**src/design/htw_ram.sv**
```systemverilog
`timescale 1ns / 1ps
// ----------------------------------------------------------------------------
// Hashed timing wheel generic RAM
// One write port, one read port, registered read data held between reads.
// ----------------------------------------------------------------------------
module htw_ram #(
  parameter int WIDTH = 8,
  parameter int DEPTH = 16
) (
  input  logic                     clk_i,
  input  logic                     wr_en_i,
  input  logic [$clog2(DEPTH)-1:0] wr_addr_i,
  input  logic [WIDTH-1:0]         wr_data_i,
  input  logic                     rd_en_i,
  input  logic [$clog2(DEPTH)-1:0] rd_addr_i,
  output logic [WIDTH-1:0]         rd_data_o
);

  logic [WIDTH-1:0] mem_q [DEPTH];
  logic [WIDTH-1:0] rd_data_q;

  always_ff @(posedge clk_i) begin
    if (wr_en_i) begin
      mem_q[wr_addr_i] <= wr_data_i;
    end
    if (rd_en_i) begin
      rd_data_q <= mem_q[rd_addr_i];
    end
  end

  assign rd_data_o = rd_data_q;

endmodule

```
**config.mk**
```make
export PLATFORM = sky130hd
export DESIGN_NAME = htw_ram
export DESIGN_NICKNAME = d
export VERILOG_FILES = /design/src/design/htw_ram.sv
export SDC_FILE = /design/constraint.sdc
export NUM_CORES = 1
export LEC_CHECK = 0
export ABC_CLOCK_PERIOD_IN_PS = 5250
export BUFFER_PORTS_ARGS = -buffer_cell sky130_fd_sc_hd__buf_4
export CAP_MARGIN = 10
export CELL_PAD_IN_SITES_DETAIL_PLACEMENT = 0
export CELL_PAD_IN_SITES_GLOBAL_PLACEMENT = 1
export CORE_ASPECT_RATIO = 0.75
export CORE_MARGIN = 3
export CORE_UTILIZATION = 30
export CTS_CLUSTER_SIZE = 25
export DETAILED_ROUTE_END_ITERATION = 8
export PLACE_DENSITY_LB_ADDON = 0.1
export SYNTH_ARGS = -nofsm -noshare
export SYNTH_HDL_FRONTEND = slang
export SYNTH_SLANG_ARGS = --single-unit
```
**constraint.sdc**
```tcl
create_clock -name clk_i -period 5.25 [get_ports clk_i]
set_input_delay 0.525 -clock clk_i [delete_from_list [all_inputs] [get_ports clk_i]]
set_output_delay 0.525 -clock clk_i [all_outputs]
set_load 0.005 [all_outputs]
```
== Word level (Yosys, flattened, before mapping) ==
Memories as Yosys holds them, arrays and structs flattened. A register that Yosys moved wholly into a read port is not among the register bits.
Index checks and enable logic that the tools add are counted.

* Mux-type cells: 2

{| class="wikitable"
|+ Operator list
! operator !! number
|-
| 1-bit 2-to-1 mux || 2
|}

* Register bits: 0
* Memory bits (writable): 128
* Output and inout port bits: 8
* Word-level logic and storage cells: 3
* Memories kept: 1

{| class="wikitable"
|+ Memory list
! memory !! depth !! width !! rd ports !! clocked after Yosys merged registers in !! write ports !! line !! source
|-
| mem_q || 16 || 8 || 1 || 1 || 1 || 19 || <nowiki>logic [WIDTH-1:0] mem_q [DEPTH];</nowiki>
|}

== Depth between registers and ports, before layout ==
* Word-level depth: 2
* Depth in mapped cells: 5

== Worst setup path before layout ==
OpenSTA, ideal clock, no wires.

* Kind: input port to flip-flop
* Start: input port wr_addr_i[2]
* End: memory mem_q[0][0], enable pin
* Data arrival time: 1.635 ns
* Required time: 4.867 ns
* Setup slack: 3.232 ns
* Stages: 2
* Cells stage by stage: or3b_2 nor3_1

{| class="wikitable"
|+ RTL lines
! element !! line !! source
|-
| from (decl) || 12 || <nowiki>input logic [$clog2(DEPTH)-1:0] wr_addr_i,</nowiki>
|-
| to (decl) || 19 ||
|}

No word-level cell before the write port.

== Worst setup path after layout ==
* Start: input port wr_addr_i[2]
* End: memory mem_q[0][0], enable pin

No word-level cell before the write port.

==> impl_metrics.csv <==
group,metric,value,unit
sta,fin_crit,1993,ps
cts,ctsResizeCount,0,
power_and_ir_drop,leakagePower,2.014,nW
sta,max_slew.worst_pin.slew,1101,ps
worst_setup_path,critPathKind,"input pin to flop",
die,die_h,120.3,um
sta,relSlewSlack,0.2600,
worst_setup_path,cp_max_fo,8,
final_layout,diodes,0,
cts,cts.path.max_buffers,2,
yosys,ys_warn_count,0,
final_layout,n_fill_cell,1566,
placement,io_buffer_count,26,
min_path,holdPathEnd,"rd_data_o[3]",
die,rows,41,
yosys,yosysSeqAreaShare,0.7812,
die,start_util,0.3088,
worst_setup_path,cp-end-kind,"flop",
yosys,ys_ff_latch,136,
sta,hold_slack,420.7,ps
global_route,overflow,0,
global_route,grt_pass1_vias,2476,
cts,cts_buffers,17,
detailed_routing,ant_nets,0,
die,die_area,0.01906,mm2
cts,postCtsHoldBufs,0,
placement,hpwl,7235,um
yosys,synth_area,0.005228,mm2
cts,cts_tree,"built",
sta,finalHoldViolCount,0,
global_route,antenna_found_initial,0,
final_layout,mostFrequentLayoutCells,"edfxtp_1 (136), buf_4 (29), mux4_2 (18)",
die,die_x,158.4,um
detailed_routing,dr_total_vias,2376,
yosys,synth_mux_area_frac,0.1479,
detailed_routing,initialDrtViolationCount,179,
sta,grt_setup_unrepaired,"false",
min_path,min_path_type,"input pin to flop",
worst_setup_path,r2r_slack,3670,ps
yosys,syn_avg_cell_area,22.83,um2
run_status,status,"finished clean",
cts,clkSinkCount,136,
power_and_ir_drop,pwr_density_cell,402.7,mW/mm2
detailed_routing,vias_per_cell,4.800,
die,io_pins,27,
global_route,track_usage,0.1304,
final_layout,multiInputGateArea,0.001062,mm2
cts,htree_levels,4,
yosys,synthAdderAreaFrac,0,
yosys,synth-xor-area-share,0,
sta,fmax,0.5016,GHz
cts,clkSlewWorstSetupHoldPaths,60,ps
sta,skew,3.659,ps
placement,gp_congestion,0.6664,
final_layout,fin_nets,286,
final_layout,final_common_cell,"edfxtp_1",
yosys,synth-simple-area-share,0.03135,
die,coreArea,0.01693,mm2
detailed_routing,dr.pass1.iters,7,
yosys,synth_nets,248,
worst_setup_path,rr_worst_depth,3,
run,cap_viol_max_count,0,
detailed_routing,wire_per_inst,23.27,um
worst_setup_path,arrival,2020,ps
worst_setup_path,required,5280,ps
sta,fin_crit_sh,0.3797,
yosys,netlist_instances,229,
final_layout,final_area,0.006212,mm2
worst_setup_path,worstSetupStartpointType,"input pin",
sta,final.setup.tns,0,ps
global_route,grt_pass1_wl,17020,um
yosys,synth-compound-area-share,0.02298,
global_route,grt_max_degree,33,
final_layout,drive_above_1_share,0.2857,
cts,clkLatencyLatePin,410,ps
yosys,synth_top_family_by_area,"multiplexers",
cts,cts_root_buf,"clkbuf_16",
final_layout,area.sequential,0.004084,mm2
power_and_ir_drop,ir_drop,0.2031,mV
power_and_ir_drop,power.total,2.502,mW
detailed_routing,drc_errors,0,
cts,cts_setup_buffers,0,
yosys,synth_cell_types,18,
sta,setup_viol,0,
final_layout,area_delta_synth_final,18.84,%
worst_setup_path,r2r-end,"rd_data_o[7]",
worst_setup_path,r2r-start,"mem_q[0][7]",
placement,place_area,0.005633,mm2
min_path,hold_depth,1,
min_path,hp-start,"rd_en_i",
detailed_routing,routed_wl,11520,um
sta,final_max_slew_viol_count,0,
## kinds of logic (layout without fill, tap and decap cells)
group                  count (synthesis)  count (layout)
buffers and inverters                 10              61
flip-flops                           136             136
AND/OR/NAND/NOR                       35              35
AO/OA/AOI/OAI                         16              16
multiplexers                          32              32
## critical path, stage by stage
cell    delay [ps]
buf_4          120
or3b_2         510
nor3_1         860
## layout make-up
| class | count | share of cell area |
|---|---|---|
| flip-flops and latches | 136 | 0.6574 |
| well taps | 215 | 0.04330 |
| clock inverters | 15 | 0.02477 |
| multi-input cells | 83 | 0.1710 |
| repair buffers | 29 | 0.03505 |
| clock buffers | 17 | 0.06848 |
## where the power goes
group | switching, mW | total, mW | leakage [nW] | internal, mW
Sequential | 0.00740 | 1.23 | 1.24 | 1.22
Clock | 0.457 | 1.16 | 0.265 | 0.698
Combinational | 0.0662 | 0.115 | 0.512 | 0.0490
## cells in the mapped netlist
cell / n / area, um2
buf_4: 1 / 7.510
mux4_1: 14 / 367.9
edfxtp_1: 136 / 4084
nor2b_1: 1 / 6.260
nand2b_1: 2 / 12.51
and2b_1: 1 / 7.510
buf_2: 3 / 15.01
nor2_1: 13 / 48.80
and2_1: 1 / 6.260
clkdlybuf4s25_2: 3 / 30.03
mux4_2: 18 / 405.4
or3b_2: 1 / 8.760
nand3b_1: 2 / 15.01
nand3_1: 1 / 5.000
a22oi_1: 16 / 120.1
nand2_1: 9 / 33.78
buf_6: 3 / 33.78
nor3_1: 4 / 20.02
## worst max path at each step
stage | from | end | cells after the start
finish | wr_addr_i[2] | mem_q[0][0] | 3
detailed placement | wr_addr_i[2] | mem_q[0][0] | 3
CTS | wr_addr_i[2] | mem_q[0][0] | 3
floorplan | wr_addr_i[2] | mem_q[0][0] | 2
global placement | rd_addr_i[0] | rd_data_o[7] | 4
global route | wr_addr_i[2] | mem_q[0][0] | 3
## flip-flops by register name (all words and copies together), names as in the netlist
signal	flops
rd_data_o	8
mem_q	128
## through the flow
step	std cells	util	setup slack, ps
detailed placement	463	0.3327	2785
finish	495	0.3670	3257
floorplan	229	-	3232
global placement	463	0.3327	2843
CTS	495	0.3670	3227
global route	495	0.3670	3151
## routing by layer
metal	global-route usage	up-vias	routed length [um]
met2	0.1799	59	5126
li1	-	1063	-
met1	0.2000	1244	5502
met3	0.02683	10	751
met4	0.05320	0	138
met5	0	-	0
Power figures use the tool's default switching activity.
