**src/design/htw_pkg.sv**
```systemverilog
`timescale 1ns / 1ps
// ----------------------------------------------------------------------------
// Hashed timing wheel package
// Field widths, register codes, result kinds, FSM states and channel payloads.
// ----------------------------------------------------------------------------
package htw_pkg;

  localparam int TASK_ID_W = 16;
  localparam int DELAY_W   = 24;
  localparam int KIND_W    = 2;
  localparam int CFG_W     = 10;
  localparam int PADDR_W   = 3;
  localparam int PDATA_W   = 32;

  localparam logic [CFG_W-1:0] TICK_MS_RST = 10'd10;
  localparam logic [CFG_W-1:0] IMM_MS_RST  = 10'd10;

  typedef enum logic {
    REG_TICK_MS = 1'b0,
    REG_IMM_MS  = 1'b1
  } htw_reg_e;

  typedef enum logic [KIND_W-1:0] {
    KIND_ADDED   = 2'd0,
    KIND_DROPPED = 2'd1,
    KIND_FIRED   = 2'd2,
    KIND_IDLE    = 2'd3
  } htw_kind_e;

  typedef enum logic [2:0] {
    ST_IDLE,
    ST_PREP,
    ST_DIV_T,
    ST_DIV_N,
    ST_AREAD,
    ST_CNT,
    ST_WALK,
    ST_TEND
  } htw_state_e;

  typedef struct packed {
    logic [CFG_W-1:0] tick_ms;
    logic [CFG_W-1:0] immediate_limit_ms;
  } htw_cfg_t;

  typedef struct packed {
    logic                 command;
    logic [TASK_ID_W-1:0] task_id;
    logic [DELAY_W-1:0]   delay_ms;
  } htw_in_t;

  typedef struct packed {
    logic [KIND_W-1:0]    result_kind;
    logic [TASK_ID_W-1:0] fired_id;
    logic                 last;
  } htw_out_t;

endpackage

```
**src/design/htw_cfg.sv**
```systemverilog
`timescale 1ns / 1ps
// ----------------------------------------------------------------------------
// Hashed timing wheel configuration registers
// APB-style register file for tick length and immediate limit.
// ----------------------------------------------------------------------------
module htw_cfg (
  input  logic                         clk_i,
  input  logic                         rst_ni,
  input  logic                         psel,
  input  logic                         penable,
  input  logic                         pwrite,
  input  logic [htw_pkg::PADDR_W-1:0]  paddr,
  input  logic [htw_pkg::PDATA_W-1:0]  pwdata,
  output logic [htw_pkg::PDATA_W-1:0]  prdata,
  output logic                         pready,
  output htw_pkg::htw_cfg_t            cfg_o
);

  import htw_pkg::*;

  logic [CFG_W-1:0] tick_q;
  logic [CFG_W-1:0] imm_q;
  htw_reg_e         reg_sel;
  logic             wr_en;

  assign reg_sel = htw_reg_e'(paddr[2]);
  assign wr_en   = psel && penable && pwrite;
  assign pready  = 1'b1;

  always_ff @(posedge clk_i or negedge rst_ni) begin
    if (!rst_ni) begin
      tick_q <= TICK_MS_RST;
      imm_q  <= IMM_MS_RST;
    end else if (wr_en) begin
      case (reg_sel)
        REG_TICK_MS: tick_q <= pwdata[CFG_W-1:0];
        REG_IMM_MS:  imm_q  <= pwdata[CFG_W-1:0];
        default: ;
      endcase
    end
  end

  always_comb begin
    case (reg_sel)
      REG_TICK_MS: prdata = PDATA_W'(tick_q);
      REG_IMM_MS:  prdata = PDATA_W'(imm_q);
      default:     prdata = '0;
    endcase
  end

  assign cfg_o.tick_ms            = tick_q;
  assign cfg_o.immediate_limit_ms = imm_q;

endmodule

```
**config.mk**
```make
export PLATFORM = sky130hd
export DESIGN_NAME = htw_cfg
export DESIGN_NICKNAME = d
export VERILOG_FILES = /design/src/design/htw_pkg.sv /design/src/design/htw_cfg.sv
export SDC_FILE = /design/constraint.sdc
export NUM_CORES = 1
export LEC_CHECK = 0
export BUFFER_PORTS_ARGS = -buffer_cell sky130_fd_sc_hd__buf_4
export CAP_MARGIN = 5
export CORE_MARGIN = 2
export CORE_UTILIZATION = 36
export CTS_CLUSTER_SIZE = 40
export DETAILED_ROUTE_END_ITERATION = 10
export PLACE_DENSITY = 0.83
export SKIP_CTS_REPAIR_TIMING = 1
export SLEW_MARGIN = 10
export SYNTH_ARGS = -nofsm -noshare
export SYNTH_HDL_FRONTEND = slang
export SYNTH_SLANG_ARGS = --single-unit
```
**constraint.sdc**
```tcl
create_clock -name clk_i -period 2.3 [get_ports clk_i]
set_clock_uncertainty 0.2 [all_clocks]
set_input_delay 0.115 -clock clk_i [delete_from_list [all_inputs] [get_ports clk_i]]
set_output_delay 0.115 -clock clk_i [all_outputs]
set_load 0.01 [all_outputs]
```
# ---- After elaboration in Yosys (flattened, before gate mapping)
# Cells that the tools add are included.
dict set report totals {
  out_inout_bits 53
  reg_bits 20
  in_bits 40
}
dict set report classes {
  n_bitwise 1
  n_mux 1
  reduce_logical 4
}
# operator count
set op_table {}
lappend op_table {{case mux 32 bit (2 select lines)} 1}
lappend op_table {{AND reduction 2 bit} 2}
lappend op_table {{logical AND 1 bit} 2}
lappend op_table {{inverter 1 bit} 1}

# ---- Depth between registers and ports, before layout
# Gate-level depths: netlist of the first run.
dict set report logic_depth {
  depth_word 3
  depth_mapped 3
  mapped_depth_nobuf 2
}

# ---- Worst setup path before layout of the first run
# No wires, ideal clock.
dict set report synth_timing {
  kind {input to register}
  startpoint {input port paddr[2] (netlist name)}
  endpoint {register tick_q[0]}
  arrival_ns 0.730
  setup_ns 0.125
  n_path_buf 1
  path_stages 3
  slack_ns 1.245
  required_ns 1.975
  cell_sequence {nand4b_1 -> buf_6 -> mux2_4}
}
dict set report synth_between {
  elab_chain_len 2
}
# element line_no
set synth_rtl {}
lappend synth_rtl {{from (decl)} htw_cfg.sv:12} ;# input logic [htw_pkg::PADDR_W-1:0] paddr,
lappend synth_rtl {{inverter 1 bit (no source line)} --}
lappend synth_rtl {{AND reduction 2 bit (no source line)} --}
lappend synth_rtl {{to (signal assigned)} htw_cfg.sv:36} ;# REG_TICK_MS: tick_q <= pwdata[CFG_W-1:0];
lappend synth_rtl {{to (decl)} htw_cfg.sv:21} ;# logic [CFG_W-1:0] tick_q;
# Every way passes these cells.
# A chain may end at the register's enable or synchronous reset.

# ---- Worst setup path after layout of the first run
dict set report layout_timing {
  startpoint {register imm_q[2]}
  endpoint {output port prdata[2] (netlist name)}
}
dict set report layout_between {
  elab_chain_len 1
}
# element line_no
set layout_rtl {}
lappend layout_rtl {{from (decl)} htw_cfg.sv:22} ;# logic [CFG_W-1:0] imm_q;
lappend layout_rtl {{from (signal assigned)} htw_cfg.sv:37} ;# REG_IMM_MS: imm_q <= pwdata[CFG_W-1:0];
lappend layout_rtl {{case mux 32 bit (2 select lines)} htw_cfg.sv:44} ;# case (reg_sel)
lappend layout_rtl {{to (decl)} htw_cfg.sv:14} ;# output logic [htw_pkg::PDATA_W-1:0] prdata,
# Every way passes these cells. The select of a mux whose other input is x is not followed.

==> results of run 1 <==
## power by group through the flow
stage	Sequential, mW	Clock [mW]	Combinational, mW
final	0.502	0.202	0.465
after global routing	0.515	0.224	0.499
after CTS	0.502	0.206	0.458
after detailed placement	0.509	0	0.456
after global placement	0.500	0	0.446
after floorplan	0.534	0	0.214
## cells by family after synthesis
| kind of cell | count (synthesis) |
|---|---|
| buf+inv | 25 |
| flops | 20 |
| mux | 30 |
| other cells | 2 |
| simple gates | 2 |
## worst min-delay path by stage
stage	endpoint	slack, ns	cells past startpoint
after floorplan	imm_q[0]$_DFFE_PN0P_	-0.38	0
after global placement	imm_q[6]$_DFFE_PN0P_	-0.20	1
after detailed placement	imm_q[2]$_DFFE_PN0P_	-0.19	1
after CTS	imm_q[2]$_DFFE_PN0P_	-0.52	1
after global routing	tick_q[4]$_DFFE_PN0P_	0.05	2
final	tick_q[4]$_DFFE_PN0P_	0.04	2
## state kept, by name (all words and copies together), names as in the netlist
| name | cells |
|---|---|
| imm_q | 10 |
| tick_q | 10 |
## final cells by class
cell class,count,area share
Clock buffer,4,0.0238
Multi-Input combinational cell,55,0.317
Sequential cell,20,0.332
Tap cell,33,0.0271
Timing Repair Buffer,57,0.299
## per-stage QoR
stage	std cells	area (sq um)	util	hold WS, ns
floorplan	100	1180	-	-0.381
global placement	154	1380	0.462	-0.195
detailed placement	154	1380	0.462	-0.190
CTS	158	1410	0.474	-0.521
global route	169	1520	0.511	0.0523
finish	169	1520	0.511	0.0388
## cells in the final DEF (no fill, tap or decap)
cell type      netlist  layout
dfstp_2              4       4
buf_4               23      46
dlygate4sd3_1        0      11
nand4_2              1       1
nand4b_1             1       1
conb_1               2      23
dfrtp_1             16      16
clkbuf_4             0       3
mux2_2              20      20
clkbuf_8             0       1
mux2_4              10      10
## worst max-delay path, cell delays in order (launching register included)
cell     delay (ns)
dfrtp_1        0.42
mux2_2         0.27
buf_4          0.14
## per-layer routing
metal,routed length [microns],up-vias,share of wire
met5,0,-,0
met4,0,0,0
met3,74,0,0.033
met2,1320,24,0.59
met1,846,369,0.38
li1,-,338,-
==> flow_summary_export.csv, run 1 <==
group,metric,value,unit
worst_setup_path,endpoint,"prdata[2]",
timing,fin_crit_sh,0.632,
grt,use_met2,0.231,
logic_synthesis,post-synth-top-count-cell,"buf_4",
logic_synthesis,synth-main-ff-cell,"dfrtp_1",
min_path,hp-class,"input port to async pin",
logic_synthesis,synth.distinct_cells,10,
placement,portBuffers,45,
clock_tree,ctsHtreeMaxLevel,1,
worst_setup_path,cp-end-kind,"output pin",
timing,setup_ws,0.847,ns
detailed_routing,drc,0,
logic_synthesis,synth_top_family_by_area,"multiplexers",
logic_synthesis,synth-compound-area-share,0,
logic_synthesis,synth_warnings,0,
floorplanning,core-area,0.00298,sq mm
power_and_ir_drop,p_switching,0.346,mW
floorplanning,die_h,59.2,microns
logic_synthesis,synth_cells,79,
grt,top_usage_layer,"met2",
logic_synthesis,synth_seq_cells,20,
timing,fin_crit,1.45,ns
clock_tree,clock_latency,0.29,ns
floorplanning,io_pins,93,
detailed_routing,drt_iter0_drc,14,
logic_synthesis,synth_area_per_cell,13.9,sq um
clock_tree,root_buffer,"clkbuf_4",
timing,rsz0062_at_grt,"no",
clock_tree,clock-sinks,20,
logic_synthesis,synth_mux_area_frac,0.342,
timing,setup_tns,0,ns
logic_synthesis,synth_area,0.00110,sq mm
floorplanning,rows,20,
detailed_routing,antenna_left,0,
worst_setup_path,crit_type,"flip-flop to output pin",
grt,use_met1,0.148,
clock_tree,cts.clk_slew.worst_paths,0.12,ns
timing,timing.fmax,0.688,GHz
worst_setup_path,crit_path_start,"imm_q[2]$_DFFE_PN0P_",
power_and_ir_drop,combinationalPowerShare,0.398,
floorplanning,chipWidth,59.2,microns
logic_synthesis,synthArstFlopShare,1.00,
power_and_ir_drop,ir_worst_vdd,0.405,mV
power_and_ir_drop,p_sw_frac,0.296,
layout,nets,177,
power_and_ir_drop,power_density,768,mW/mm^2
worst_setup_path,critical_path.max_fanout,3,
grt,grt_max_degree,21,
detailed_routing,via_count,731,
layout,fillCellCount,266,
power_and_ir_drop,p_leak,0.786,nW
power_and_ir_drop,pwr-share-clk,0.172,
run_status,status,"finished, final reports clean",
layout,multi_input_area,483,sq um
worst_setup_path,start_kind,"flip-flop",
grt,grt_pass1_wl,3.32,mm
logic_synthesis,ys_top_cells_by_area,"dfrtp_1 (36%), mux2_2 (21%), buf_4 (16%)",
detailed_routing,viasPerCell,4.33,
placement,dp_slack,0.884,ns
logic_synthesis,synth-xor-area-share,0,
layout,regArea,505,sq um
grt,overflow,0,
logic_synthesis,synth_simple_gate_area_share,0.0194,
layout,drive_above_1_share,0.625,
worst_setup_path,reg2reg_to,"imm_q[2]$_DFFE_PN0P_",
placement,gp_congestion,0.676,
grt,grt_util_met3,0.0197,
logic_synthesis,synth_commonest_cells,"buf_4 (23), mux2_2 (20), dfrtp_1 (16)",
logic_synthesis,synth_top_cell_area_share,0.364,
timing,finalSetupViolCount,0,
logic_synthesis,yosys.area.top_type,"dfrtp_1",
grt,antenna_found_initial,0,
worst_setup_path,worstPathRequired,1.99,ns
logic_synthesis,synth_edf_count,0,
worst_setup_path,timing.rr.start,"imm_q[2]$_DFFE_PN0P_",
grt,track_usage,0.132,
power_and_ir_drop,power.total,1.17,mW
power_and_ir_drop,p_int,0.823,mW
logic_synthesis,seq_area_frac_synth,0.460,
logic_synthesis,synth_adder_area_share,0,
run,drv_cap,0,
power_and_ir_drop,power.share.sequential,0.429,
detailed_routing,drt_pass1_iterations,2,
detailed_routing,wl,2.24,mm
worst_setup_path,r2r_cells,1,
clock_tree,numCtsBuffers,3,
detailed_routing,wl_per_cell,13.3,microns
clock_tree,cts_max_path_buffers,2,
floorplanning,die-area,0.00351,sq mm
worst_setup_path,arrival,1.14,ns
timing,finalHoldViolCount,0,
grt,first_global_vias,671,
layout,antennaDiodeCount,0,
worst_setup_path,rrSetupSlack,1.31,ns
placement,post-dp-hpwl,1.65,mm
timing,drv_slew,0,
layout,area_delta_synth_final,38.5,%
floorplanning,initial_core_util,0.369,
clock_tree,tritoncts,"built",
Power figures use the tool's default switching activity.
==> run 2: changes to the inputs <==
- clock period: 2.3 -> 1.4 ns (I/O delays scaled with it)
==> flow_summary_export.csv, run 2 (synthesized netlist as in run 1, its figures left out) <==
group,metric,value,unit
clock_tree,ctsHtreeMaxLevel,1,
worst_setup_path,rrSetupSlack,0.27,ns
min_path,hp-start,"pwrite",
clock_tree,tritoncts,"built",
detailed_routing,drc,0,
detailed_routing,antenna_left,0,
worst_setup_path,critical_path.max_fanout,3,
detailed_routing,drt_iter0_drc,11,
worst_setup_path,path_depth,2,
clock_tree,root_buffer,"clkbuf_4",
worst_setup_path,timing.rr.start,"imm_q[5]$_DFFE_PN0P_",
layout,mostFrequentLayoutCells,"buf_4 (52), conb_1 (23), mux2_4 (20)",
run_status,violations,"setup timing",
min_path,whs_endpoint,"imm_q[1]$_DFFE_PN1P_",
floorplanning,rows,20,
worst_setup_path,crit_path_start,"tick_q[7]$_DFFE_PN0P_",
floorplanning,die-area,0.00351,sq mm
worst_setup_path,path_cells,"mux2_4 > buf_6",
power_and_ir_drop,p_switching,0.634,mW
power_and_ir_drop,p_sw_frac,0.290,
layout,drive_above_1_share,0.660,
grt,antenna_found_initial,0,
worst_setup_path,critical_path_buf_inv_count,1,
floorplanning,initial_core_util,0.369,
min_path,hold_depth,3,
layout,mostFrequentLayoutCell,"buf_4",
power_and_ir_drop,p_leak,0.921,nW
worst_setup_path,critPathMaxStageDelay,0.42,ns
detailed_routing,viasPerCell,4.31,
layout,stdcell_area,0.00173,sq mm
floorplanning,core-area,0.00298,sq mm
worst_setup_path,cp-end-kind,"output pin",
layout,antennaDiodeCount,0,
worst_setup_path,arrival,1.14,ns
layout,final_util,0.580,
worst_setup_path,reg2reg_to,"imm_q[5]$_DFFE_PN0P_",
floorplanning,chipWidth,59.2,microns
grt,grt_pass1_wl,3.28,mm
worst_setup_path,crit_type,"flip-flop to output pin",
timing,rsz0062_at_grt,"yes",
clock_tree,clock_latency,0.29,ns
power_and_ir_drop,power_density,1270,mW/mm^2
layout,regArea,505,sq um
grt,grt_max_degree,21,
run_status,status,"finished with violations",
worst_setup_path,r2r_cells,2,
floorplanning,die_h,59.2,microns
run,drv_cap,0,
placement,post-dp-hpwl,1.64,mm
clock_tree,cts_max_path_buffers,2,
clock_tree,clock-sinks,20,
detailed_routing,wl_per_cell,14.4,microns
layout,area_delta_synth_final,57.2,%
detailed_routing,drt_pass1_iterations,4,
placement,place_area,0.00138,sq mm
timing,worst_hold_slack,0.184,ns
power_and_ir_drop,power.share.sequential,0.379,
timing,timing.fmax,0.710,GHz
grt,track_usage,0.129,
clock_tree,cts.clk_slew.worst_paths,0.11,ns
timing,finalHoldViolCount,0,
timing,fin_crit_sh,1.01,
layout,fillCellCount,262,
power_and_ir_drop,p_int,1.55,mW
timing,finalSetupViolCount,1,
grt,first_global_vias,685,
floorplanning,io_pins,93,
power_and_ir_drop,pwr-share-clk,0.150,
power_and_ir_drop,ir_worst_vdd,1.03,mV
worst_setup_path,start_kind,"flip-flop",
layout,nets,194,
layout,top_regs,"imm_q x10, tick_q x10",
clock_tree,numCtsBuffers,3,
detailed_routing,wl,2.68,mm
placement,portBuffers,45,
timing,fin_crit,1.41,ns
placement,gp_congestion,0.674,
worst_setup_path,crit_family,"flip-flops",
timing,setup_ws,-0.00883,ns
worst_setup_path,worstPathRequired,1.13,ns
timing,drv_slew,0,
layout,multi_input_area,520,sq um
detailed_routing,via_count,801,
power_and_ir_drop,power.total,2.19,mW
power_and_ir_drop,combinationalPowerShare,0.471,
min_path,hp-class,"input port to flip-flop",
grt,overflow,0,
worst_setup_path,worst_path_max_delay_cell,"dfrtp_1",
[run 2: cell count changes in the layout (fill, tap and decap cells not counted), sizes merged]
cell         change
buf             +16
dlygate4sd3      +1
[run 2: layout make-up]
type                            count  area share
Sequential cell                    20       0.293
Multi-Input combinational cell     55       0.301
Timing Repair Buffer               74       0.361
Tap cell                           33      0.0239
Clock buffer                        4      0.0210
[run 2: how the worst max path moves through the flow]
| stage | slack [ns] | end |
|---|---|---|
| finish | -0.009 | prdata[7] |
| CTS | -0.01 | prdata[8] |
| global placement | 0.13 | imm_q[7]$_DFFE_PN0P_ |
| detailed placement | 0.12 | imm_q[5]$_DFFE_PN0P_ |
| global route | -0.06 | prdata[7] |
| floorplan | 0.39 | tick_q[0]$_DFFE_PN0P_ |
[run 2: per-layer routing]
metal | routed length (microns) | global-route usage | vias up | part of all wire
met3 | 118 | 0.0415 | 4 | 0.044
met5 | 0 | 0 | - | 0
li1 | - | - | 373 | -
met2 | 1570 | 0.237 | 31 | 0.59
met1 | 941 | 0.135 | 393 | 0.35
met4 | 48 | 0.0487 | 0 | 0.018
[run 2: tightest hold or removal path: cells and delay by family]
family | cells | cell delay (ns)
mux | 1 | 0.21
simple gates | 1 | 0.26
buf+inv | 1 | 0.12
[run 2: power by group through the flow]
stage	Clock (mW)	Sequential (mW)	Combinational, mW
floorplan	0	0.877	0.351
global placement	0	0.823	0.735
detailed placement	0	0.837	0.746
CTS	0.337	0.826	0.749
global route	0.366	0.845	1.10
finish	0.328	0.828	1.03
[run 2: per-stage QoR]
step / setup WS, ns / TNS, ns / cells
2_1_floorplan: 0.390 / 0 / 100
5_1_grt: -0.0597 / -0.290 / 186
6_report: -0.00883 / -0.00883 / 186
4_1_cts: -0.00956 / -0.0117 / 159
3_5_place_dp: 0.117 / 0 / 155
3_3_place_gp: 0.131 / 0 / 155
==> run 3: changes to the inputs <==
- BUFFER_PORTS_ARGS: -buffer_cell sky130_fd_sc_hd__buf_4 -> unset
- DONT_BUFFER_PORTS: unset -> 1
- PLACE_DENSITY: 0.83 -> unset
- PLACE_DENSITY_LB_ADDON: unset -> 0.05
==> flow_summary_export.csv, run 3 (synthesized netlist as in run 1, its figures left out) <==
group,metric,value,unit
layout,mostFrequentLayoutCell,"conb_1",
clock_tree,ctsHtreeMaxLevel,1,
clock_tree,clock_latency,0.29,ns
timing,rsz0062_at_grt,"yes",
worst_setup_path,reg2reg_to,"imm_q[9]$_DFFE_PN0P_",
clock_tree,numCtsBuffers,3,
layout,stdcell_area,0.00126,sq mm
min_path,hp-class,"input port to flip-flop",
grt,antenna_found_initial,0,
detailed_routing,dr_wl_met3,174,microns
detailed_routing,antenna_left,0,
layout,top_regs,"imm_q x10, tick_q x10",
detailed_routing,wl,1.86,mm
timing,drv_slew,0,
grt,first_global_vias,551,
timing,timing.fmax,0.743,GHz
placement,place_area,0.00104,sq mm
worst_setup_path,cp-end-kind,"output pin",
worst_setup_path,path_depth,1,
floorplanning,io_pins,93,
layout,drive_above_1_share,0.442,
clock_tree,tritoncts,"built",
timing,fin_crit,1.35,ns
worst_setup_path,crit_type,"flip-flop to output pin",
power_and_ir_drop,ir_worst_vdd,0.630,mV
floorplanning,die_h,59.2,microns
floorplanning,initial_core_util,0.369,
layout,antennaDiodeCount,0,
power_and_ir_drop,power_density,1390,mW/mm^2
layout,nets,136,
worst_setup_path,start_kind,"flip-flop",
layout,fillCellCount,288,
worst_setup_path,r2r_cells,1,
placement,gp_congestion,0.652,
timing,worst_pin_slew,0.892,ns
worst_setup_path,critPathMaxStageDelay,0.45,ns
timing,finalSetupViolCount,0,
detailed_routing,highest_layer,"met4",
worst_setup_path,worst_path_max_delay_cell,"dfrtp_1",
grt,grt_max_degree,21,
detailed_routing,routed-wl-met2,883,microns
layout,area_delta_synth_final,14.8,%
run_status,status,"finished, final reports clean",
worst_setup_path,timing.rr.start,"imm_q[9]$_DFFE_PN0P_",
floorplanning,chipWidth,59.2,microns
timing,max_slew_margin,0.403,
grt,track_usage,0.102,
worst_setup_path,crit_family,"flip-flops",
worst_setup_path,endpoint,"prdata[7]",
detailed_routing,via_count,573,
clock_tree,cts.clk_slew.worst_paths,0.12,ns
clock_tree,cts_max_path_buffers,2,
power_and_ir_drop,p_leak,0.614,nW
worst_setup_path,arrival,1.08,ns
placement,portBuffers,0,
worst_setup_path,rrSetupSlack,0.37,ns
run,drv_cap,0,
detailed_routing,viasPerCell,4.48,
detailed_routing,drc,0,
detailed_routing,drt_pass1_iterations,2,
detailed_routing,drt_iter0_drc,6,
placement,post-dp-hpwl,1.24,mm
worst_setup_path,crit_path_start,"imm_q[7]$_DFFE_PN0P_",
clock_tree,clock-sinks,20,
clock_tree,root_buffer,"clkbuf_4",
worst_setup_path,critical_path.max_fanout,3,
layout,mostFrequentLayoutCells,"conb_1 (23), mux2_4 (16), dfrtp_1 (15)",
grt,overflow,0,
timing,worst_hold_slack,0.0121,ns
floorplanning,rows,20,
grt,grt_pass1_wl,2.53,mm
worst_setup_path,path_cells,"mux2_2",
floorplanning,die-area,0.00351,sq mm
worst_setup_path,critical_path_buf_inv_count,0,
worst_setup_path,worstPathRequired,1.13,ns
detailed_routing,drt-met1-wl,791,microns
timing,finalHoldViolCount,0,
timing,fin_crit_sh,0.961,
floorplanning,core-area,0.00298,sq mm
detailed_routing,wl_per_cell,14.5,microns
## run 3: cell types whose count changed in the layout (fill, tap and decap cells not counted), moves of 2 or more
cell           before  now
buf_4              52    2
buf_6              10    0
mux2_2             10   14
mux2_4             20   16
dlygate4sd3_1      12   14
## run 3: metrics by stage
step	total power, mW	worst slack (ns)	utilization	std cells	setup TNS [ns]
floorplan	1.23	0.390	-	100	0
global placement	1.23	0.335	0.351	110	0
detailed placement	1.23	0.330	0.351	110	0
CTS	1.72	0.0171	0.368	114	0
global route	1.86	-0.00351	0.424	128	-0.00351
finish	1.76	0.0544	0.424	128	0
## run 3: how the worst min path moves through the flow
stage / slack [ns] / start / end / cells after the start
after global placement: -0.43 / rst_ni / tick_q[9]$_DFFE_PN0P_ / 0
final: 0.01 / psel / imm_q[1]$_DFFE_PN1P_ / 3
after floorplan: -0.43 / rst_ni / imm_q[0]$_DFFE_PN0P_ / 0
after detailed placement: -0.43 / rst_ni / tick_q[9]$_DFFE_PN0P_ / 0
after global routing: 0.004 / psel / imm_q[4]$_DFFE_PN0P_ / 3
after CTS: -0.78 / rst_ni / tick_q[9]$_DFFE_PN0P_ / 0
## run 3: per-layer routing
metal | up-vias | track usage
met5 | - | 0
met1 | 276 | 0.125
met4 | 0 | 0.0292
li1 | 255 | -
met3 | 2 | 0.0699
met2 | 40 | 0.143
## run 3: report_power, final
part / leakage (nW) / switching (mW) / internal, mW / total, mW
sequential: 0.233 / 0.178 / 0.726 / 0.904
combinational: 0.353 / 0.145 / 0.241 / 0.386
clock: 0.0279 / 0.178 / 0.289 / 0.467
total: 0.614 / 0.500 / 1.26 / 1.76
## run 3: worst min-delay path, stage by stage
cell and delay [ns]:
nand4_2 0.06, buf_4 0.19, mux2_2 0.17
## run 3: final cells by class
type                       instances  area [sq um]  share of cell area
clock buffer                       3          22.5              0.0179
sequential                        20           507               0.402
timing repair buffer              16           155               0.123
clock inverter                     1          30.0              0.0238
tap                               33          41.3              0.0327
multi-input combinational         55           505               0.401
