### src/design/htw_div.sv
`timescale 1ns / 1ps
// ----------------------------------------------------------------------------
// Hashed timing wheel divider
// Restoring unsigned divider, one quotient bit per cycle.
// ----------------------------------------------------------------------------
module htw_div #(
  parameter int WIDTH = 24
) (
  input  logic             clk_i,
  input  logic             rst_ni,
  input  logic             start_i,
  input  logic [WIDTH-1:0] dividend_i,
  input  logic [WIDTH-1:0] divisor_i,
  output logic             done_o,
  output logic [WIDTH-1:0] quot_o
);

  localparam int CNT_W = $clog2(WIDTH + 1);

  logic             busy_q;
  logic             done_q;
  logic [CNT_W-1:0] cnt_q;
  logic [WIDTH-1:0] rem_q;
  logic [WIDTH-1:0] quo_q;
  logic [WIDTH-1:0] dvs_q;
  logic [WIDTH:0]   trial;
  logic [WIDTH:0]   diff;
  logic             ge;

  assign trial = {rem_q, quo_q[WIDTH-1]};
  assign diff  = trial - {1'b0, dvs_q};
  assign ge    = (trial >= {1'b0, dvs_q});

  always_ff @(posedge clk_i or negedge rst_ni) begin
    if (!rst_ni) begin
      busy_q <= 1'b0;
      done_q <= 1'b0;
      cnt_q  <= '0;
    end else begin
      done_q <= 1'b0;
      if (start_i) begin
        busy_q <= 1'b1;
        cnt_q  <= CNT_W'(WIDTH);
      end else if (busy_q) begin
        cnt_q <= cnt_q - 1'b1;
        if (cnt_q == CNT_W'(1)) begin
          busy_q <= 1'b0;
          done_q <= 1'b1;
        end
      end
    end
  end

  always_ff @(posedge clk_i) begin
    if (start_i) begin
      rem_q <= '0;
      quo_q <= dividend_i;
      dvs_q <= divisor_i;
    end else if (busy_q) begin
      rem_q <= ge ? diff[WIDTH-1:0] : trial[WIDTH-1:0];
      quo_q <= {quo_q[WIDTH-2:0], ge};
    end
  end

  assign done_o = done_q;
  assign quot_o = quo_q;

endmodule

### config.mk
export PLATFORM = sky130hd
export DESIGN_NAME = htw_div
export DESIGN_NICKNAME = d
export VERILOG_FILES = /design/src/design/htw_div.sv
export SDC_FILE = /design/constraint.sdc
export NUM_CORES = 1
export LEC_CHECK = 0
export BUFFER_PORTS_ARGS = -buffer_cell sky130_fd_sc_hd__buf_2
export CORE_MARGIN = 8
export CORE_UTILIZATION = 25
export DETAILED_ROUTE_END_ITERATION = 10
export GPL_ROUTABILITY_DRIVEN = 0
export PLACE_DENSITY = 0.4
export SYNTH_ARGS = -nofsm -noshare
export SYNTH_HDL_FRONTEND = slang
export SYNTH_SLANG_ARGS = --single-unit
### constraint.sdc
create_clock -name clk_i -period 5.66 [get_ports clk_i]
set_input_delay 0.566 -clock clk_i [delete_from_list [all_inputs] [get_ports clk_i]]
set_output_delay 0.566 -clock clk_i [all_outputs]
set_load 0.02 [all_outputs]
* Word level (Yosys, flattened, before mapping)
Index checks and enable logic that the tools add are counted.
** Storage, ports and cells
- Register bits :: 79
- Input port bits :: 51
- Output and inout bits :: 25
** Operators by class
- Add/subtract/negate cells :: 2
- Order comparisons :: 1
- Equality and inequality tests :: 1
- Muxes and demuxes :: 11
- Reduce and logical (&&, ||, !) cells :: 1
** Operator list (number)
- $mux 24 :: 3
- $ge 25x24->1 :: 1
- $sub 24x24->24 :: 1
- $mux 5 :: 2
- $mux 1 :: 6
- $eq 5x1->1 const B :: 1
- $sub 5x1->5 const B :: 1
- $reduce_bool 2->1 :: 1

* Depth between registers and ports, before layout
Gate-level depths: netlist of run 1.
- Depth in word-level cells :: 4
- Gate-level depth with buffers :: 12

* Worst setup path after synthesis of run 1
OpenSTA, ideal clock, no wires.
- Kind :: register to register
- From :: register dvs_q[6]
- To :: register rem_q[19]
- Setup time :: 0.091 ns
- Arrival time :: 2.502 ns
- Required time :: 5.569 ns
- Slack :: 3.067 ns
- Stages on the path, launching flop included :: 11
- Path buffers :: 1
- Clock period less this slack :: 2.593 ns
- Path through :: edfxtp_1 -> inv_1 -> ha_1 -> buf_6 -> a2111o_1 -> o2111ai_2 -> nand3b_1 -> a31oi_1 -> mux2_1 -> a31o_2 -> a311oi_1
** Between the ends
- Longest elaborated chain between the ends :: 2
** RTL lines
- start, declared :: line 25 : logic [WIDTH-1:0] dvs_q;
- start signal, assigned :: line 58 : dvs_q <= divisor_i;
- $sub 24x24->24 or $ge 25x24->1 (tied branches) :: line 31, 32
- $mux 24 (*) :: line 60 : rem_q <= ge ? diff[WIDTH-1:0] : trial[WIDTH-1:0];
- end signal, assigned :: line 60
- end, declared :: line 23 : logic [WIDTH-1:0] rem_q;
Mark *: on every way between the ends. The rest lies on a longest branch, timed or not.
A chain may end at the register's enable or synchronous reset.

* Final worst setup path of run 1
- From :: register rem_q[17]
- To :: register rem_q[20]
** Between the ends
- Longest elaborated chain between the ends :: 2
** RTL lines (line)
- $sub 24x24->24 or $ge 25x24->1 (tied branches) :: 31, 32
- $mux 24 (*) :: 60
Marks and branches as above.

==> results.toml, run 1 <==
[critical_path]
end_kind = "flop"
critPathArrivalTime_ps = 3450
worstReg2RegStart = "rem_q[17]$_SDFFE_PP0P_"
timing_worst_setup_path_type = "flop to flop"
worst-r2r-cell-count = 9
critical_path_peak_fanout = 23
critPathLaunch = "rem_q[17]$_SDFFE_PP0P_"
critPathLaunchType = "flop"
worstPathRequired_ps = 5860

[yosys]
number_of_synthesized_flops_with_an_enable_pin = 48
synth.net_count = 497
ys_seq_elements = 79
async_flop_share = 0.0886
synth_seq_area_share = 0.472
synth.avg_cell_area_um2 = 10.6
synth.yosys.warnings = 0
yosysUniqueCellTypes = 55
synth_top_area_frac = 0.325
yosys_most_used_dff = "edfxtp_1"
syn-cell-area_um2 = 4440
cell_types_with_the_largest_area_share_after_synthesis = "edfxtp_1 (32%), dfxtp_1 (11%), ha_1 (7.3%)"
syn-instance-count = 419
synthDominantAreaCellType = "edfxtp_1"

[clocking]
clock_insertion_delay_worst_skew_ps = 350
cts_setup_buffers = 0
path_clk_slew_ps = 70
count_of_instances_resized_after_the_clock_tree_is_built = 0
htree_num_levels = 3
cts_inserted_buffers = 9
clk_root_buffer_cell = "clkbuf_16"
clock_sinks = 79
cts_hold_repair.buffers = 0
tritoncts = "built"
max-clock-path-buffers = 2

[die]
core_area_um2 = 17400
floorplan.die_area_um2 = 22300
height_of_the_die_um = 149
initial_core_util = 0.256
placementRows = 48
chipWidth_um = 149
boundaryPins = 76

[power]
static-leakage-power_nw = 2.31
powerDensity_nw_per_um2 = 465
totalPowerFinal_w = 0.00247
max-vdd-ir-drop_v = 0.000183

[sta]
worst_hold_slack_ps = 43.4
finalSetupTns_ps = 0
period_share = 0.573
grt_setup_unrepaired = "no"
setup_violations = 0
finalHoldViolations = 0
maxSlewViolCount = 0
worst_slew_pin_slew_ps = 960
final.setup_skew_ps = 15.8
layout_min_cycle_time_ps = 3250
worst_slack_ps = 2410
max_slew_margin = 0.359
f_max_ghz = 0.308

[global_route]
track_usage = 0.0999
first_global_vias = 3377
remaining_global_route_overflow = 0
pin_count_of_the_biggest_net_entering_global_routing = 51
grt_pass1_wl_mm = 17.6
antenna_found_initial = 0

[outcome]
run_status = "finished clean"

[detailed_routing]
wire_length_after_detailed_routing_mm = 10.6
vias_post_dr = 3287
firstDrtPassIters = 4
vias_per_cell = 4.58
postRouteAntennaNets = 0
routed_wire_length_per_instance_um = 14.8
drt_drc_violations_left = 0
first_iter_violations = 188

[layout]
layout.filler_cells = 1806
design.final.nets = 566
layout_commonest_cell = "buf_2"
commonest_cells_after_routing_fill_and_taps_aside = "buf_2 (75), edfxtp_1 (48), nor2_1 (42)"
area_growth_syn_to_layout_pct = 19.5
post_route_cells_drive_above_1_share = 0.254
final_standard_cell_utilization_of_the_core = 0.306
insertedDiodeCount = 0

[place]
port_buffers = 75
dp_hpwl_mm = 7.70
dpl_worst_slack_ps = 2430

[worst_hold_path]
worst_hold_path_type = "input pin to asynchronous set/reset pin"

[run]
drv.max_cap_violation_count = 0
where the power goes:
part           switching (W)  internal (W)
clock network       0.000259      0.000351
registers          0.0000844      0.000738
logic               0.000586      0.000448
registers in the layout, summed over array words and instances, names as in the netlist:
| register | count |
|---|---|
| busy_q | 1 |
| cnt_q | 5 |
| done_o | 1 |
| dvs_q | 24 |
| quot_o | 24 |
| rem_q | 24 |
final cells by class:
class	instances	area, µm²	area share
multi-input cells	288	2100	0.396
inverters	32	120	0.0226
clock inverters	7	83.8	0.0158
repair buffers	78	398	0.0750
well taps	225	282	0.0531
flip-flops and latches	79	2100	0.395
clock buffers	9	225	0.0424
cells in the mapped netlist, types with 2 or more instances:
| cell | count |
|---|---|
| o211ai_1 | 2 |
| mux2_2 | 23 |
| a31oi_1 | 5 |
| dfrtp_1 | 7 |
| a21oi_1 | 29 |
| a311oi_1 | 3 |
| nor2_1 | 42 |
| clkbuf_1 | 12 |
| o21a_1 | 4 |
| nand4_1 | 5 |
| nand3_1 | 7 |
| and3_1 | 5 |
| xor2_1 | 5 |
| inv_1 | 32 |
| xnor2_1 | 15 |
| nor3_1 | 7 |
| nand2b_1 | 6 |
| o31a_1 | 3 |
| buf_6 | 4 |
| buf_2 | 2 |
| nand2_1 | 21 |
| dfxtp_1 | 24 |
| a2111o_1 | 2 |
| a211oi_1 | 14 |
| o21ai_0 | 8 |
| nor2b_1 | 7 |
| mux2i_1 | 11 |
| ha_1 | 26 |
| a21o_1 | 8 |
| edfxtp_1 | 48 |
| o21ai_1 | 8 |
per-layer routing:
| metal | global-route usage | up-vias | share of wire |
|---|---|---|---|
| met5 | 0 | - | 0 |
| met4 | 0.0409 | 0 | 0.016 |
| met3 | 0.0346 | 12 | 0.051 |
| met2 | 0.152 | 58 | 0.45 |
| met1 | 0.127 | 1545 | 0.48 |
| li1 | - | 1672 | - |
logic make-up (layout without fill, tap and decap cells):
group | count (synthesis) | in the layout | share of synthesized area
adder cells (fa/ha/maj) | 27 | 27 | 0.0778
AO/OA/AOI/OAI | 100 | 100 | 0.158
flip-flops | 79 | 79 | 0.472
multiplexers | 35 | 35 | 0.0857
buffers and inverters | 52 | 126 | 0.0547
XOR/XNOR | 20 | 20 | 0.0394
AND/OR/NAND/NOR | 106 | 106 | 0.113
critical path: stages, from the launching register on:
cell and delay [ps]:
dfxtp_1 340, ha_1 350, a21oi_1 190, o21ai_1 140
a41o_1 230, a2111o_1 460, a41oi_4 620, buf_4 400
mux2i_1 260, a211oi_1 90
stage by stage:
step | instance area, µm² | std cells
CTS | 5310 | 718
global placement | 5000 | 702
finish | 5310 | 718
detailed placement | 5000 | 702
global route | 5310 | 718
floorplan | 4440 | 419
final timing paths:
kind / endpoint / slack [ps]
min in group clk_i: dvs_q[17]$_DFFE_PP_ / 390
min: cnt_q[0]$_DFFE_PN0P_ / 40
max reg2reg: rem_q[20]$_SDFFE_PP0P_ / 2410
min reg2reg: rem_q[18]$_SDFFE_PP0P_ / 470
max in group asynchronous: busy_q$_DFF_PN0_ / 5460
max: rem_q[20]$_SDFFE_PP0P_ / 2410
(Power assumes the default switching activity.)
==> run 2, diff against run 1 <==
ABC_AREA = 1   (was unset)
PLACE_DENSITY = 0.39   (was 0.4)
clock period = 3.1 ns   (was 5.66 ns; I/O delays follow)
==> run 2 against run 1 <==
Against the previous run: core utilization shrank 0.40 points; largest cell class unchanged; clock skew shrank 3.3 ps; non-clock buffer count is 5 higher; critical path depth increased by 2; maximum frequency increased by 43%; flip-flop and latch count is the same.
==> results.toml, run 2 <==
[outcome]
run_status = "finished clean"

[power]
powerDensity_nw_per_um2 = 727
static-leakage-power_nw = 3.20
max-vdd-ir-drop_v = 0.000280

[critical_path]
path_cells = "inv_1 > ha_1 > fa_1 > inv_1 > a21oi_1 > o21bai_1 > nand2_1 > nand3_1 > nand3_1 > nand3_1 > nand2_1"
critical-path-top-delay-family = "adder cells"
end_kind = "flop"
critPathMaxStageDelay_ps = 400
critPathLaunchType = "flop"
r2r_setup_slack_ps = 840
critical-path-slowest-cell = "fa_1"
worst-r2r-cell-count = 11
r2r-end = "rem_q[16]$_SDFFE_PP0P_"
worstPathBufferInverterCount = 2
timing_worst_setup_path_type = "flop to flop"
worstPathRequired_ps = 3340
critical_path_peak_fanout = 3
critPathArrivalTime_ps = 2510
critPathMostFrequentCell = "nand3_1"
worstReg2RegStart = "quot_o[23]$_DFFE_PP_"

[place]
port_buffers = 75
dp_hpwl_mm = 11.0
place_area_um2 = 5760

[sta]
worst_slew_pin_slew_ps = 806
f_max_ghz = 0.442
grt_setup_unrepaired = "no"
layout_min_cycle_time_ps = 2260
period_share = 0.730
final.setup_skew_ps = 12.6
maxSlewViolCount = 0
finalHoldViolations = 0
max_slew_margin = 0.459
finalSetupTns_ps = 0
setup_violations = 0

[detailed_routing]
postRouteAntennaNets = 0
drt_drc_violations_left = 0
routed_wire_length_per_instance_um = 13.9
vias_post_dr = 4552
firstDrtPassIters = 7
vias_per_cell = 4.26
wire_length_after_detailed_routing_mm = 14.8
first_iter_violations = 276

[layout]
layout.filler_cells = 2244
design.final.nets = 872
fin_area_um2 = 6070
post_route_cells_drive_above_1_share = 0.136
layout_commonest_cell = "nand2_1"
area_growth_syn_to_layout_pct = 19.6
commonest_cells_after_routing_fill_and_taps_aside = "nand2_1 (270), inv_1 (140), buf_2 (75)"
insertedDiodeCount = 0
final_standard_cell_utilization_of_the_core = 0.302

[clocking]
clk_root_buffer_cell = "clkbuf_16"
clock_sinks = 79
cts_inserted_buffers = 9
path_clk_slew_ps = 80
max-clock-path-buffers = 2
tritoncts = "built"
clock_insertion_delay_worst_skew_ps = 350
htree_num_levels = 3
count_of_instances_resized_after_the_clock_tree_is_built = 0
cts_setup_buffers = 0

[die]
core_area_um2 = 20100
height_of_the_die_um = 158
chipWidth_um = 158
boundaryPins = 76
placementRows = 52
initial_core_util = 0.252
floorplan.die_area_um2 = 25100

[global_route]
global_route.usage.met2 = 0.207
grt.met1_usage = 0.157
first_global_vias = 4803
track_usage = 0.126
use_met3 = 0.0369
grt_pass1_wl_mm = 24.5
pin_count_of_the_biggest_net_entering_global_routing = 36
grt_busiest_layer = "met2"
remaining_global_route_overflow = 0
antenna_found_initial = 0

[worst_hold_path]
worst_hold_path_type = "input pin to flop"
holdCritStartpoint = "divisor_i[19]"
timing.hold.worst_path_depth = 1
worstHoldEndpoint = "dvs_q[19]$_DFFE_PP_"

[run]
drv.max_cap_violation_count = 0

[yosys]
synth_top_area_frac = 0.284
yosys_most_used_dff = "edfxtp_1"
synth.net_count = 795
syn-instance-count = 717
synth_seq_area_share = 0.414
synth.avg_cell_area_um2 = 7.07
synth_top_cells_by_count = "nand2_1 (270), inv_1 (140), nand3_1 (57)"
yosysMostFrequentCell = "nand2_1"
cell_types_with_the_largest_area_share_after_synthesis = "edfxtp_1 (28%), nand2_1 (20%), inv_1 (10%)"
synthDominantAreaCellType = "edfxtp_1"
number_of_synthesized_flops_with_an_enable_pin = 48
syn-cell-area_um2 = 5070
ys_seq_elements = 79
synth.yosys.warnings = 0
async_flop_share = 0.0886
yosysUniqueCellTypes = 32
==> run 2: changes by cell type after synthesis, moves of 6 or more <==
cell | previous run | this run
a211oi_1 | 14 | 0
a21o_1 | 8 | 2
a21oi_1 | 29 | 14
inv_1 | 32 | 140
mux2_2 | 23 | 0
mux2i_1 | 11 | 0
nand2_1 | 21 | 270
nand2b_1 | 6 | 0
nand3_1 | 7 | 57
nand4_1 | 5 | 30
nor2_1 | 42 | 33
nor2b_1 | 7 | 0
xnor2_1 | 15 | 9
==> run 2: per-stage QoR <==
stage               hold WS, ps  instances  setup WS, ps  power [W]
global placement            157       1052           833    0.00338
floorplan                  14.4        717          1010    0.00286
detailed placement          157       1052           810    0.00335
finish                      126       1069           836    0.00441
CTS                         115       1069           781    0.00449
global route                114       1069           603    0.00482
==> run 2: cell type report <==
cell class | instances | area (µm²) | share of cell area
clock inverters | 7 | 67.6 | 0.0111
repair buffers | 83 | 450 | 0.0743
inverters | 145 | 544 | 0.0897
clock buffers | 9 | 225 | 0.0371
multi-input cells | 476 | 2340 | 0.386
flip-flops and latches | 79 | 2100 | 0.346
well taps | 270 | 338 | 0.0557
==> run 2: worst max-delay path by stage <==
| stage | start | endpoint | slack, ps | cells after the start |
|---|---|---|---|---|
| 3_5_place_dp | quot_o[23]$_DFFE_PP_ | rem_q[16]$_SDFFE_PP0P_ | 810 | 11 |
| 6_report | quot_o[23]$_DFFE_PP_ | rem_q[16]$_SDFFE_PP0P_ | 840 | 11 |
| 3_3_place_gp | quot_o[23]$_DFFE_PP_ | rem_q[16]$_SDFFE_PP0P_ | 830 | 11 |
| 2_1_floorplan | start_i | quot_o[0]$_DFFE_PP_ | 1010 | 4 |
| 4_1_cts | quot_o[23]$_DFFE_PP_ | rem_q[16]$_SDFFE_PP0P_ | 780 | 11 |
| 5_1_grt | quot_o[23]$_DFFE_PP_ | rem_q[12]$_SDFFE_PP0P_ | 600 | 12 |
==> run 2: kinds of logic (layout without fill, tap and decap cells) <==
kind of cell    after synthesis  in the layout  share of synthesized area
compound gates               35             35                     0.0390
simple gates                403            403                      0.336
xor+xnor                     11             11                     0.0190
fa+ha+maj                    27             27                     0.0681
buf+inv                     162            244                      0.124
flops                        79             79                      0.414
==> run 2: where the power goes <==
part           internal, W  switching, W  total, W
Clock             0.000570      0.000531   0.00110
Combinational     0.000665       0.00123   0.00190
Sequential         0.00130      0.000105   0.00141
Total              0.00254       0.00187   0.00441
==> run 2: metal layers <==
metal / vias up / part of all wire
li1: 2399 / -
met1: 2038 / 0.48
met2: 102 / 0.45
met3: 13 / 0.056
met4: 0 / 0.012
met5: - / 0
==> run 2: worst register-to-register path: cells and delay by family, from the launching register on <==
family / cells / cell delay [ps]
and+or+nand+nor: 5 / 480
adders and majority gates: 2 / 640
DFF: 1 / 350
buffers and inverters: 2 / 220
AOI/OAI and AO/OA: 2 / 470
==> run 2: repair_timing <==
action	4_1_cts	5_1_grt
endpoints found under the setup margin	0	0
endpoints found under the hold margin	7	0
hold buffers	1	0
==> run 3, diff against run 2 <==
PLACE_DENSITY = 0.41   (was 0.39)
clock period = 2 ns   (was 3.1 ns; I/O delays follow)
==> run 3 against run 2 <==
Against the previous run: first-iteration DRC count down 42%; worst hold slack worse by 110 ps; global-route usage increased by 0.71 points; clock power increased by 61%; sequential power up 60%; largest cell class unchanged.
==> results.toml, run 3 (synthesis gave the netlist of run 2 again) <==
[sta]
worst_slew_pin_slew_ps = 342
max_slew_margin = 0.770
setup_violations = 0
period_share = 0.973
finalHoldViolations = 0
final.setup_skew_ps = 13.3
worst_hold_slack_ps = 15.8
maxSlewViolCount = 0
grt_setup_unrepaired = "yes"
f_max_ghz = 0.514
layout_min_cycle_time_ps = 1950

[power]
static-leakage-power_nw = 3.70
internal_power_component_w = 0.00521
total_switching_power_w = 0.00342
clockPowerShare = 0.205
power.switching_fraction = 0.396
share_comb_of_total_power = 0.535
max-vdd-ir-drop_v = 0.000525
sequential_cell_fraction_of_total_power = 0.260
powerDensity_nw_per_um2 = 1180

[critical_path]
critical-path-top-delay-family = "simple AND/OR/NAND/NOR gates"
timing_worst_setup_path_type = "flop to flop"
critPathArrivalTime_ps = 2070
critPathLaunchType = "flop"
worst-r2r-cell-count = 13
critical_path_peak_fanout = 6
worstPathRequired_ps = 2120
critPathMostFrequentCell = "nand2_1"
path_cells = "inv_1 > ha_4 > nand2_2 > inv_1 > nand2_1 > nand2_1 > nand2_1 > nand2_1 > a21oi_4 > nand3_4 > buf_12 > nand2_4 > nand2_2"
critPathMaxStageDelay_ps = 370
worstPathBufferInverterCount = 3
end_kind = "flop"
critical-path-slowest-cell = "edfxtp_1"
cp_num_cells = 13

[clocking]
htree_num_levels = 3
max-clock-path-buffers = 2
clock_sinks = 79
tritoncts = "built"
path_clk_slew_ps = 70
clk_root_buffer_cell = "clkbuf_16"
cts_inserted_buffers = 9
clock_insertion_delay_worst_skew_ps = 360

[layout]
insertedDiodeCount = 0
layout_commonest_cell = "nand2_1"
area_growth_syn_to_layout_pct = 44.4
post_route_cells_drive_above_1_share = 0.333
design.final.nets = 960
fin_cells = 1157
seq_area_um2 = 2100
area_occupied_by_multi_input_gates_um2 = 2880
layout.filler_cells = 2168
commonest_cells_after_routing_fill_and_taps_aside = "nand2_1 (238), inv_1 (129), buf_4 (88)"

[outcome]
run_status = "finished clean"

[detailed_routing]
vias_per_cell = 4.21
drt_drc_violations_left = 0
wire_length_after_detailed_routing_mm = 16.2
postRouteAntennaNets = 0
route.met3.wl_um = 915
routed_wire_length_per_instance_um = 14.0
wl_met2_mm = 7.21
vias_post_dr = 4875
firstDrtPassIters = 7
topRoutingLayerUsed = "met4"
met1Wirelength_mm = 7.81
first_iter_violations = 161

[die]
initial_core_util = 0.252
placementRows = 52
floorplan.die_area_um2 = 25100
chipWidth_um = 158
height_of_the_die_um = 158
boundaryPins = 76
core_area_um2 = 20100

[global_route]
pin_count_of_the_biggest_net_entering_global_routing = 29
first_global_vias = 4836
remaining_global_route_overflow = 0
track_usage = 0.133
antenna_found_initial = 0
grt_pass1_wl_mm = 25.6

[run]
drv.max_cap_violation_count = 0

[worst_hold_path]
timing.hold.worst_path_depth = 1
worst_hold_path_type = "input pin to flop"

[place]
dp_hpwl_mm = 12.0
port_buffers = 75
placed_cells_incl_taps = 1132
[run 3: cell types whose count changed in the layout (fill, tap and decap cells not counted), moves of 16 or more]
cell     change
nand2_1     -32
nand3_1     -16
nand2_2     +29
ha_4        +24
buf_4       +82
ha_1        -24
nand3_2     +16
[run 3: path summary, 6_finish.rpt]
check	from	end	slack, ps
setup / recovery	dvs_q[20]$_DFFE_PP_	quot_o[0]$_DFFE_PP_	50
hold / removal	divisor_i[18]	dvs_q[18]$_DFFE_PP_	20
setup reg to reg	dvs_q[20]$_DFFE_PP_	quot_o[0]$_DFFE_PP_	50
hold reg to reg	cnt_q[2]$_DFFE_PN0P_	cnt_q[2]$_DFFE_PN0P_	490
max in group asynchronous	rst_ni	cnt_q[0]$_DFFE_PN0P_	1620
min in group asynchronous	rst_ni	cnt_q[4]$_DFFE_PN0P_	210
[run 3: area by class of cell]
cell class              instances  share of cell area
multi-input cells             476               0.394
inverters                     145              0.0743
repair buffers                171               0.158
clock buffers                   9              0.0308
clock inverters                 7              0.0106
flip-flops and latches         79               0.286
well taps                     270              0.0461
[run 3: worst register-to-register path, stage by stage, from the launching register on]
cell and delay (ps):
edfxtp_1 370, inv_1 90, ha_4 230, nand2_2 100
inv_1 40, nand2_1 50, nand2_1 60, nand2_1 60
nand2_1 80, a21oi_4 190, nand3_4 170, buf_12 190
nand2_4 50, nand2_2 40
[run 3: power by group through the flow]
| stage | logic, W | clock network (W) | registers, W |
|---|---|---|---|
| final | 0.00462 | 0.00177 | 0.00225 |
| after global routing | 0.00516 | 0.00188 | 0.00228 |
| after CTS | 0.00404 | 0.00184 | 0.00219 |
| after detailed placement | 0.00387 | 0 | 0.00219 |
| after global placement | 0.00389 | 0 | 0.00220 |
| after floorplan | 0.00218 | 0 | 0.00225 |
[run 3: metal layers]
layer / global-route usage / vias to the layer above
li1: - / 2578
met1: 0.171 / 2169
met2: 0.209 / 109
met3: 0.0399 / 19
met4: 0.0427 / 0
met5: 0 / -
[run 3: repair_timing]
item	4_1_cts	5_1_grt
gates resized for setup	19	93
endpoints found under the hold margin	7	0
hold buffers	1	0
gates cloned	0	1
pin swaps	4	21
setup buffers	2	5
setup endpoints to repair	25	25
[run 3: through the flow]
stage / instance area, µm² / setup slack [ps] / utilization / power [W] / TNS, ps
after floorplan: 5070 / 16.3 / - / 0.00444 / 0
after global placement: 6380 / -88.7 / 0.317 / 0.00609 / -1180
after detailed placement: 6380 / -111 / 0.317 / 0.00606 / -857
after CTS: 6830 / -10.9 / 0.340 / 0.00807 / -10.9
after global routing: 7320 / -64.3 / 0.364 / 0.00932 / -449
final: 7320 / 54.1 / 0.364 / 0.00863 / 0
